===== src/design/assert_macros.svh =====
// Assertion helpers used by the RTL.
`ifndef ASSERT_MACROS_SVH
`define ASSERT_MACROS_SVH

// Same-cycle implication, disabled while in reset.
`define ASSERT_IMPL(label, clk, rst, ante, cons) \
  label: assert property (@(posedge clk) disable iff (rst) (ante) |-> (cons)) \
    else $error("assertion failed: same-cycle implication");

// Next-cycle implication, disabled while in reset.
`define ASSERT_NEXT(label, clk, rst, ante, cons) \
  label: assert property (@(posedge clk) disable iff (rst) (ante) |=> (cons)) \
    else $error("assertion failed: next-cycle implication");

`endif


===== src/design/elrm_pkg.sv =====
package elrm_pkg;

  localparam int LOG_DEPTH_DEF  = 256;
  localparam int INDEX_BITS_DEF = 16;

  typedef enum logic [1:0] {
    FN_INS = 2'd0,
    FN_REM = 2'd1,
    FN_MAP = 2'd2,
    FN_NOP = 2'd3
  } func_t;

  typedef enum logic [2:0] {
    ST_OK       = 3'd0,
    ST_REMOVED  = 3'd1,
    ST_OVERFLOW = 3'd2,
    ST_FULL     = 3'd3,
    ST_RANGE    = 3'd4
  } status_t;

  // Control part of the query token moving down the cell chain.
  typedef struct packed {
    logic    valid;
    status_t status;
  } tok_ctl_t;

endpackage


===== src/design/elrm_cell.sv =====
module elrm_cell #(
  parameter int INDEX_BITS = 16,
  parameter int CNT_W      = 9,
  parameter int CELL_IDX   = 0
) (
  input  logic                  clk,
  input  logic                  rst,
  input  logic                  wr_en,
  input  logic [CNT_W-1:0]      wr_ptr,
  input  logic                  wr_remove,
  input  logic [INDEX_BITS-1:0] wr_start,
  input  logic [INDEX_BITS-1:0] wr_len,
  input  logic [CNT_W-1:0]      from_q,
  input  logic [CNT_W-1:0]      to_q,
  input  elrm_pkg::tok_ctl_t    in_ctl,
  input  logic [INDEX_BITS-1:0] in_pos,
  output elrm_pkg::tok_ctl_t    out_ctl,
  output logic [INDEX_BITS-1:0] out_pos
);
  import elrm_pkg::*;

  localparam logic [CNT_W-1:0] IDX = CNT_W'(CELL_IDX);

  logic                  ent_remove;
  logic [INDEX_BITS-1:0] ent_start;
  logic [INDEX_BITS-1:0] ent_len;

  logic                  hit;
  logic [INDEX_BITS:0]   sum;
  logic [INDEX_BITS:0]   lim;
  tok_ctl_t              ctl_next;
  logic [INDEX_BITS-1:0] pos_next;

  always_ff @(posedge clk) begin
    if (wr_en && wr_ptr == IDX) begin
      ent_remove <= wr_remove;
      ent_start  <= wr_start;
      ent_len    <= wr_len;
    end
  end

  always_comb begin
    sum      = {1'b0, in_pos} + {1'b0, ent_len};
    lim      = {1'b0, ent_start} + {1'b0, ent_len};
    hit      = in_ctl.valid && in_ctl.status == ST_OK && IDX >= from_q && IDX < to_q &&
               in_pos >= ent_start;
    ctl_next = in_ctl;
    pos_next = in_pos;
    if (hit) begin
      if (!ent_remove) begin
        if (sum[INDEX_BITS]) begin
          ctl_next.status = ST_OVERFLOW;
        end else begin
          pos_next = sum[INDEX_BITS-1:0];
        end
      end else begin
        if ({1'b0, in_pos} <= lim) begin
          ctl_next.status = ST_REMOVED;
        end else begin
          pos_next = in_pos - ent_len;
        end
      end
    end
  end

  always_ff @(posedge clk) begin
    if (rst) begin
      out_ctl <= '0;
    end else begin
      out_ctl <= ctl_next;
    end
    out_pos <= pos_next;
  end

endmodule


===== config.mk =====
export PLATFORM = sky130hd
export DESIGN_NAME = elrm_cell
export DESIGN_NICKNAME = d
export VERILOG_FILES = /design/src/design/assert_macros.svh /design/src/design/elrm_pkg.sv /design/src/design/elrm_cell.sv
export SDC_FILE = /design/constraint.sdc
export NUM_CORES = 1
export LEC_CHECK = 0
export BUFFER_PORTS_ARGS = -buffer_cell sky130_fd_sc_hd__buf_2
export CORE_MARGIN = 3
export CORE_UTILIZATION = 45
export DETAILED_ROUTE_END_ITERATION = 8
export GPL_ROUTABILITY_DRIVEN = 0
export GPL_TIMING_DRIVEN = 0
export PLACE_DENSITY = 0.75
export SYNTH_ARGS = -nofsm -noshare
export SYNTH_HDL_FRONTEND = slang
export SYNTH_SLANG_ARGS = --single-unit

===== constraint.sdc =====
create_clock -name clk -period 5.9 [get_ports clk]
set_clock_uncertainty 0.15 [all_clocks]
set_input_delay 0.885 -clock clk [delete_from_list [all_inputs] [get_ports clk]]
set_output_delay 0.885 -clock clk [all_outputs]
set_load 0.05 [all_outputs]

# [Word level (Yosys, flattened, before mapping)]
# Index checks and enable logic that the tools add are counted.
[classes] reduce_logical=7 n_lt_le_gt_ge=4 muxes=8 n_addsub=3
[ops] op="16-bit two-way mux" n=4
[ops] op="16-bit by 16-bit adder with 17-bit output" n=2
[ops] op="16-bit by 17-bit <= comparator with 1-bit output" n=1
[ops] op="16-bit greater-or-equal comparator" n=1
[ops] op="16-bit subtractor" n=1
[ops] op="3-bit two-way mux" n=4
[ops] op="1-bit by 9-bit greater-or-equal comparator with 1-bit output, first input constant" n=1
[ops] op="9-bit zero test" n=1
[ops] op="1-bit by 9-bit less-than comparator with 1-bit output, first input constant" n=1
[ops] op="1-bit logical AND" n=5
[ops] op="3-bit zero test" n=1
[totals] inputBits=83 word_cells=28 out_inout_bits=20 register_bits=53

# [Logic depth before layout (Yosys ltp)]
# Gate-level depths: netlist of run 1.
[depth] word_depth=6 ltp_mapped=20 mapped_depth_nobuf=19

# [Least setup slack after synthesis of run 1]
# No wires, ideal clock.
[synth_timing] path_type="flip-flop to flip-flop" startpoint="register ent_len[0]" endpoint="register out_pos[5]" setup_time_ns=0.119 synth_period_minus_slack_ns=4.572 required_time_ns=5.631 path_buffers=1 path_slack_ns=1.328 stages_incl_launch_ff=20 arrival_time_ns=4.303 path_cell_list="edfxtp_1 -> ha_1 -> fa_1 -> a211oi_1 -> o21bai_1 -> o211ai_1 -> a21boi_0 -> o21a_1 -> o21a_1 -> or2_2 -> ha_1 -> nand4_1 -> nor4_1 -> or4_1 -> a211o_1 -> nor3_2 -> buf_4 -> a221oi_1 -> a31oi_1 -> a21oi_1"
[synth_via] elab_chain_len=5 word_cells_on_any_way=8 classes_between="add/sub: 3; order compare: 1; mux: 4"
[synth_lines] item="start: declaration" line_no="elrm_cell.sv:26" text="logic [INDEX_BITS-1:0] ent_len;"
[synth_lines] item="start signal: assignment" line_no="elrm_cell.sv:38" text="ent_len <= wr_len;"
[synth_lines] item="16-bit by 16-bit adder with 17-bit output" line_no="elrm_cell.sv:44" text="lim = {1'b0, ent_start} + {1'b0, ent_len};"
[synth_lines] item="16-bit by 17-bit <= comparator with 1-bit output" line_no="elrm_cell.sv:57" text="if ({1'b0, in_pos} <= lim) begin"
[synth_lines] item="16-bit two-way mux" line_no="elrm_cell.sv:57"
[synth_lines] item="16-bit two-way mux *" line_no="elrm_cell.sv:50" text="if (!ent_remove) begin"
[synth_lines] item="16-bit two-way mux *" line_no="elrm_cell.sv:49" text="if (hit) begin"
[synth_lines] item="via pos_next[5]" line_no="elrm_cell.sv:32" text="logic [INDEX_BITS-1:0] pos_next;"
[synth_lines] item="end signal: assignment" line_no="elrm_cell.sv:72" text="out_pos <= pos_next;"
[synth_lines] item="end: declaration" line_no="elrm_cell.sv:18" text="output logic [INDEX_BITS-1:0] out_pos"
# The timed path passes the listed nets; every way through them passes the cells marked *.
# A chain may end at the register's enable or synchronous reset.

# [Worst setup path after layout of run 1]
[layout_timing] startpoint="register ent_len[0]" endpoint="register out_pos[7]"
# The elaborated chain is that of the path after synthesis.

==> Implementation_results.wiki, run 1 <==
{| class="wikitable"
! Metric !! Value
|-
| Top cells by area in the synthesized netlist || sky130_fd_sc_hd__edfxtp_1, sky130_fd_sc_hd__ha_1, sky130_fd_sc_hd__dfxtp_1
|-
| Register-to-register path setup slack || 620 ps
|-
| Cell accounting for the most synthesized area || sky130_fd_sc_hd__edfxtp_1
|-
| Non-Filler Cell Area, Final || 5600 µm²
|-
| Maximum count of clock buffers along a single path || 2
|-
| Reported max-cap violation count || 0
|-
| Adder-Cell Fraction of Synth Area || 21.8%
|-
| Overall via count from detail_route || 4333
|-
| Total area of multi-input combinational cells || 3130 µm²
|-
| Run status || completed
|-
| Cell leakage power || 2.66 nW
|-
| Worst VDD drop || 0.102 mV
|-
| CTS tree || built
|-
| Antenna Violating Nets Remaining || 0
|-
| Starting utilization of the core area || 46.4%
|-
| Path type of the worst min-delay path || register to register
|-
| TritonCTS sink count || 53
|-
| Number of unique standard cell types used by synthesis || 67
|-
| Startpoint class of the critical path || register
|-
| Clock slew seen by the registers of the worst setup and hold paths || 100 ps
|-
| Port buffer count || 102
|-
| Proportion of synthesized flip-flops having asynchronous set or reset || 0%
|-
| Flop and latch count out of synthesis || 53
|-
| Post-Syn Instances || 543
|-
| Endpoint class of the critical path || register
|-
| Final Net Count || 817
|-
| I/O pin count || 103
|-
| Tot GR Track Use || 19.9%
|-
| Signal arrival time at the worst endpoint || 5350 ps
|-
| Pwr dens || 149 nW/µm²
|-
| Overall die area || 12000 µm²
|-
| Required @ worst endpoint || 5980 ps
|-
| Final count of negative-setup-slack endpoints || 0
|-
| Final hold violations || 0
|-
| Die X || 109 µm
|-
| Number of enable flip-flop cells after synthesis || 33
|-
| Relative slew slack || 50.7%
|-
| Seq. cell area || 1390 µm²
|-
| Flip-flop cell with the highest count after synthesis || sky130_fd_sc_hd__edfxtp_1
|-
| Total CTS buffers || 5
|-
| Sum of negative setup slack || 0 ps
|-
| Drt via density || 5.50
|-
| Remaining global-route overflow || 0
|-
| Clock insertion delay at the later pin of the skew report || 310 ps
|-
| Area growth from synthesis to layout || 16.3%
|-
| Post-Synthesis Net Count || 708
|-
| Area of the mapped netlist || 4810 µm²
|-
| Number of filler instances in the final layout || 956
|-
| Share of the synthesized area in the top cell type || 20.6%
|-
| Htree depth || 2
|-
| Antenna violations before repair || 0
|-
| 1st-pass router iterations || 4
|-
| Post-layout util || 54.0%
|-
| Mux share of post-synthesis cell area || 0.208%
|-
| Std-Cell Core Area || 10400 µm²
|-
| Maximum number of pins on one net before global-route repair || 34
|-
| Chip height || 109 µm
|-
| Fraction of layout cells with a size suffix above 1 || 20.7%
|-
| Post-cts hold buffer count || 0
|-
| Number of warnings issued by yosys || 0
|-
| Share of synthesized cell area in and, or, nand and nor gates || 17.0%
|-
| Largest fanout of any net on the critical path || 10
|-
| Post-detailed-route wirelength per cell || 15.0 µm
|-
| Fraction of the mapped netlist area in compound gates || 21.1%
|-
| Antenna cell count || 0
|-
| Number of placement rows || 37
|-
| Upper clock frequency limit || 0.189 GHz
|-
| Number of global-route vias before repair || 4165
|-
| Path type of the worst setup path || register to register
|-
| HPWL reported at the end of detailed placement || 9850 µm
|-
| Detailed Route Iter0 Violations || 187
|-
| Sequential cell area fraction in the yosys report || 28.9%
|-
| Average cell area after synthesis || 8.86 µm²
|-
| Number of post-CTS setup repair buffers || 0
|-
| Portion of the clock cycle consumed by the worst path in the final layout || 89.4%
|-
| Setup repair after global routing missed its margin || false
|-
| Wire length of the first global-routing pass || 19100 µm
|-
| Worst Tran Pin Value || 739 ps
|-
| Total detailed-routing wirelength || 11800 µm
|-
| Cells resized by post-CTS repair || 0
|-
| Largest family of logic cells by synthesized area || adder cells
|-
| Remaining DRCs || 0
|-
| Clock Tree Root || sky130_fd_sc_hd__clkbuf_8
|-
| Post-detailed-placement cell area || 5490 µm²
|-
| Tmin final || 5280 ps
|-
| Xor/xnor cell area share of the yosys netlist || 5.10%
|-
| Pins over their slew limit || 0
|}
[synth_stat cells (all sizes together) (4+ instances only)]
library cell	count
nand2b	10
nand4	7
a21oi	42
a211oi	8
inv	58
o21a	5
o21ai	27
o22ai	4
a21o	16
buf	7
and3	4
nor2	53
edfxtp	33
xor2	7
dfxtp	20
nand2	21
ha	79
xnor2	21
o211ai	4
nand3	16
clkbuf	4
nor2b	7
or3	5
nor4	6
nor3	17
o21bai	5
o31ai	5
a31oi	7
[where the power goes]
group          internal, mW  switching [mW]  total, mW
Clock                 0.123           0.123      0.246
Combinational        0.0768           0.111      0.188
Sequential            0.400         0.00154      0.401
Total                 0.600           0.236      0.835
[logic make-up after synthesis]
kind of cell / Yosys count
AOI/OAI and AO/OA: 149
adders and majority gates: 82
DFF: 53
buffers and inverters: 69
xor gates and xnor gates: 28
muxes: 1
and+or+nand+nor: 161
[registers in the layout, indices dropped and copies added (netlist names)]
register    count
out_pos        16
ent_start      16
out_ctl         4
ent_remove      1
ent_len        16
[final timing paths]
path	startpoint	endpoint	cells past startpoint
worst max-delay path	ent_len[0]$_DFFE_PP_	out_pos[7]$_DFF_P_	19
worst min-delay path	ent_len[0]$_DFFE_PP_	out_pos[0]$_DFF_P_	2
worst max register to register	ent_len[0]$_DFFE_PP_	out_pos[7]$_DFF_P_	19
worst min register to register	ent_len[0]$_DFFE_PP_	out_pos[0]$_DFF_P_	2
[placed cells by master (no fill, tap or decap), types with 5 or more instances in the layout]
cell type	n
sky130_fd_sc_hd__nand3_1	16
sky130_fd_sc_hd__nor3_1	16
sky130_fd_sc_hd__edfxtp_1	33
sky130_fd_sc_hd__nor2b_1	7
sky130_fd_sc_hd__xor2_1	7
sky130_fd_sc_hd__o21bai_1	5
sky130_fd_sc_hd__nor2_1	53
sky130_fd_sc_hd__o21ai_0	23
sky130_fd_sc_hd__inv_1	58
sky130_fd_sc_hd__ha_1	79
sky130_fd_sc_hd__a21oi_1	41
sky130_fd_sc_hd__nand2b_1	10
sky130_fd_sc_hd__o31ai_1	5
sky130_fd_sc_hd__buf_2	104
sky130_fd_sc_hd__clkbuf_8	5
sky130_fd_sc_hd__xnor2_1	21
sky130_fd_sc_hd__a211oi_1	7
sky130_fd_sc_hd__nand4_1	7
sky130_fd_sc_hd__nand2_1	20
sky130_fd_sc_hd__nor4_1	6
sky130_fd_sc_hd__a21o_1	15
sky130_fd_sc_hd__a31oi_1	7
sky130_fd_sc_hd__dfxtp_1	20
[per-stage QoR]
step	instances	hold WS, ps	power, mW	setup WS, ps
CTS	788	498	0.839	658
finish	788	500	0.835	623
floorplan	543	425	0.532	1330
detailed placement	781	484	0.596	716
global route	788	508	0.872	325
global placement	781	449	0.589	801
[worst max-delay path, cell delays in order (launching register included)]
cell	delay [ps]
sky130_fd_sc_hd__edfxtp_1	440
sky130_fd_sc_hd__ha_1	250
sky130_fd_sc_hd__fa_1	430
sky130_fd_sc_hd__a211oi_1	270
sky130_fd_sc_hd__o21bai_1	180
sky130_fd_sc_hd__o211ai_1	300
sky130_fd_sc_hd__a21boi_0	130
sky130_fd_sc_hd__o21a_1	200
sky130_fd_sc_hd__o21a_1	200
sky130_fd_sc_hd__or2_2	300
sky130_fd_sc_hd__ha_1	300
sky130_fd_sc_hd__nand4_1	170
sky130_fd_sc_hd__nor4_1	90
sky130_fd_sc_hd__or4_1	550
sky130_fd_sc_hd__a211o_1	300
sky130_fd_sc_hd__nor3_2	280
sky130_fd_sc_hd__o21a_4	230
sky130_fd_sc_hd__buf_6	150
sky130_fd_sc_hd__nor2_1	60
sky130_fd_sc_hd__a31oi_1	210
[per-layer routing]
layer / GRT usage (%) / vias to the layer above / routed length [µm]
met3: 2.82 / 19 / 654
met5: 0 / - / 0
li1: - / 2192 / -
met2: 34.0 / 143 / 5540
met1: 26.4 / 1979 / 5420
met4: 5.43 / 0 / 230
[area by class of cell]
cell class                      instances  share of cell area [%]
Clock buffer                            5                    1.23
Clock inverter                          2                   0.626
Timing Repair Buffer                  102                    9.12
Multi-Input combinational cell        421                    56.0
Buffer                                 11                    1.25
Sequential cell                        53                    24.9
Tap cell                              136                    3.04
Inverter                               58                    3.89
(Power assumes the default switching activity.)
==> inputs of run 2 (changes only) <==
CORE_ASPECT_RATIO = 0.6   (was default)
==> run 2 against run 1 <==
Net effect: non-clock buffer count stayed put; critical endpoint unchanged; cell count unchanged; clock power grew 22%; utilization increased by 1.7 points; cell area rose by 0.72%; power grew 7.2%; combinational power is 3% higher; critical path depth unchanged; first-iteration DRC count rose to 2.8 times the previous value; hold slack worse by 19 ps; sequential share of layout area decreased by 0.18 points.
==> Implementation_results.wiki, run 2 (same netlist as run 1, synthesis figures left out) <==
{| class="wikitable"
! Metric !! Value
|-
| Most common cell after layout, fill and taps aside || sky130_fd_sc_hd__buf_2
|-
| Final hold slack || 481 ps
|-
| TritonCTS sink count || 53
|-
| Post-layout util || 55.7%
|-
| Total detailed-routing wirelength || 13200 µm
|-
| Detailed Route Iter0 Violations || 526
|-
| Post-detailed-placement cell area || 5490 µm²
|-
| Registers with the most flip-flops || ent_len: 16 flops, ent_start: 16 flops, out_pos: 16 flops
|-
| Post-detailed-route wirelength per cell || 16.8 µm
|-
| Fraction of layout cells with a size suffix above 1 || 20.7%
|-
| Non-Filler Cell Area, Final || 5640 µm²
|-
| CTS tree || built
|-
| Starting utilization of the core area || 47.5%
|-
| Worst reg-to-reg path cell count || 19
|-
| Met1 usage || 31.3%
|-
| Overall via count from detail_route || 4438
|-
| Number of post-CTS setup repair buffers || 0
|-
| Worst reg2reg endpoint || out_pos[7]$_DFF_P_
|-
| Maximum count of clock buffers along a single path || 2
|-
| Largest fanout of any net on the critical path || 10
|-
| Remaining DRCs || 0
|-
| Antenna cell count || 0
|-
| Worst Tran Pin Value || 765 ps
|-
| Path type of the worst min-delay path || register to register
|-
| Portion of the clock cycle consumed by the worst path in the final layout || 94.3%
|-
| Clock slew seen by the registers of the worst setup and hold paths || 70 ps
|-
| Critical Path, Cell by Cell || ha_1, fa_1, a211oi_1, o21bai_1, o211ai_1, a21boi_0, o21a_1, o21a_1, a311oi_1, ha_1, nand4_1, nor4_1, or4_1, a211o_1, nor3_2, o21a_4, buf_6, nor2_1, a31oi_1
|-
| Worst hold path stage count || 2
|-
| Cell leakage power || 2.67 nW
|-
| Clock Tree Root || sky130_fd_sc_hd__clkbuf_16
|-
| Reported max-cap violation count || 0
|-
| Tot GR Track Use || 22.1%
|-
| Endpoint class of the critical path || register
|-
| Number of global-route vias before repair || 4320
|-
| 1st-pass router iterations || 5
|-
| Reg-to-reg critical path startpoint || ent_len[0]$_DFFE_PP_
|-
| Met3 Track Usage GR || 5.91%
|-
| Total CTS buffers || 5
|-
| Path type of the worst setup path || register to register
|-
| Number of filler instances in the final layout || 910
|-
| Upper clock frequency limit || 0.180 GHz
|-
| Overall power || 895 µW
|-
| Worst VDD drop || 0.121 mV
|-
| Pwr dens || 159 nW/µm²
|-
| Largest stage delay on the critical path || 540 ps
|-
| Most frequent cells in the layout || sky130_fd_sc_hd__buf_2, sky130_fd_sc_hd__ha_1, sky130_fd_sc_hd__inv_1
|-
| Final Net Count || 817
|-
| Remaining global-route overflow || 0
|-
| Sum of negative setup slack || 0 ps
|-
| Hold wc startpoint || ent_len[0]$_DFFE_PP_
|-
| Wire length of the first global-routing pass || 21400 µm
|-
| Startpoint class of the critical path || register
|-
| HPWL reported at the end of detailed placement || 11000 µm
|-
| Register-to-register path setup slack || 340 ps
|-
| Layer with the highest usage || met2
|-
| Cells resized by post-CTS repair || 0
|-
| Port buffer count || 102
|-
| Pins over their slew limit || 0
|-
| Signal arrival time at the worst endpoint || 5620 ps
|-
| Met2 track demand over resource || 34.4%
|-
| Tmin final || 5560 ps
|-
| Required @ worst endpoint || 5960 ps
|-
| Drt via density || 5.63
|-
| Die X || 140 µm
|-
| WHS Endpoint || out_pos[0]$_DFF_P_
|-
| Overall die area || 12000 µm²
|-
| I/O pin count || 103
|-
| Cell at the slowest stage of the critical path || sky130_fd_sc_hd__or4_1
|-
| Number of placement rows || 28
|-
| Htree depth || 2
|-
| Area growth from synthesis to layout || 17.2%
|-
| Std-Cell Core Area || 10100 µm²
|-
| Antenna Violating Nets Remaining || 0
|-
| Run status || completed
|-
| Chip height || 86.1 µm
|-
| Final hold violations || 0
|-
| Antenna violations before repair || 0
|-
| Maximum number of pins on one net before global-route repair || 34
|-
| Setup repair after global routing missed its margin || false
|-
| Clock insertion delay at the later pin of the skew report || 310 ps
|-
| Relative slew slack || 49.0%
|-
| Final count of negative-setup-slack endpoints || 0
|-
| Post-cts hold buffer count || 0
|}
## run 2: changes by cell type in the layout (fill, tap and decap cells not counted)
| cell | change |
|---|---|
| sky130_fd_sc_hd__bufinv_16 | -1 |
| sky130_fd_sc_hd__clkbuf_16 | +5 |
| sky130_fd_sc_hd__clkbuf_8 | -5 |
| sky130_fd_sc_hd__clkinv_1 | +1 |
| sky130_fd_sc_hd__clkinvlp_2 | -1 |
| sky130_fd_sc_hd__clkinvlp_4 | +1 |
| sky130_fd_sc_hd__inv_6 | +1 |
## run 2: cell type report
type	instances	area, µm²	share of cell area, %
multi-input cells	421	3130	55.6
repair buffers	102	510	9.05
well taps	135	169	3.00
clock inverters	3	20.0	0.355
clock buffers	5	125	2.22
inverters	58	218	3.86
plain buffers	11	70.1	1.24
flip-flops and latches	53	1390	24.7
## run 2: where the power goes
part	internal, mW	total (mW)	switching [mW]
Sequential	0.400	0.401	0.00156
Combinational	0.0769	0.193	0.116
Clock	0.158	0.301	0.143
## run 2: worst max-delay path by stage
stage                              end  cells past startpoint  slack (ps)                  from
global route        out_pos[6]$_DFF_P_                     19         180  ent_len[0]$_DFFE_PP_
finish              out_pos[7]$_DFF_P_                     19         340  ent_len[0]$_DFFE_PP_
detailed placement  out_pos[7]$_DFF_P_                     19         500  ent_len[0]$_DFFE_PP_
floorplan           out_pos[5]$_DFF_P_                     19        1330  ent_len[0]$_DFFE_PP_
CTS                 out_pos[7]$_DFF_P_                     19         480  ent_len[0]$_DFFE_PP_
global placement    out_pos[7]$_DFF_P_                     19         690  ent_len[0]$_DFFE_PP_
## run 2: critical path, delay by kind of cell (launching register included)
kind,cells,cell delay [ps]
compound gates,10,2570
simple gates,5,1130
fa+ha+maj,3,1030
flops,1,430
buf+inv,1,160
## run 2: routing by layer
metal	vias to the layer above	wire length, µm
met4	0	173
met5	-	0
met2	210	5550
met1	2019	5950
li1	2191	-
met3	18	1530
## run 2: per-stage QoR
| step | cells | worst slack [ps] |
|---|---|---|
| floorplan | 543 | 1330 |
| global placement | 780 | 687 |
| detailed placement | 780 | 502 |
| CTS | 788 | 482 |
| global route | 788 | 180 |
| finish | 788 | 338 |
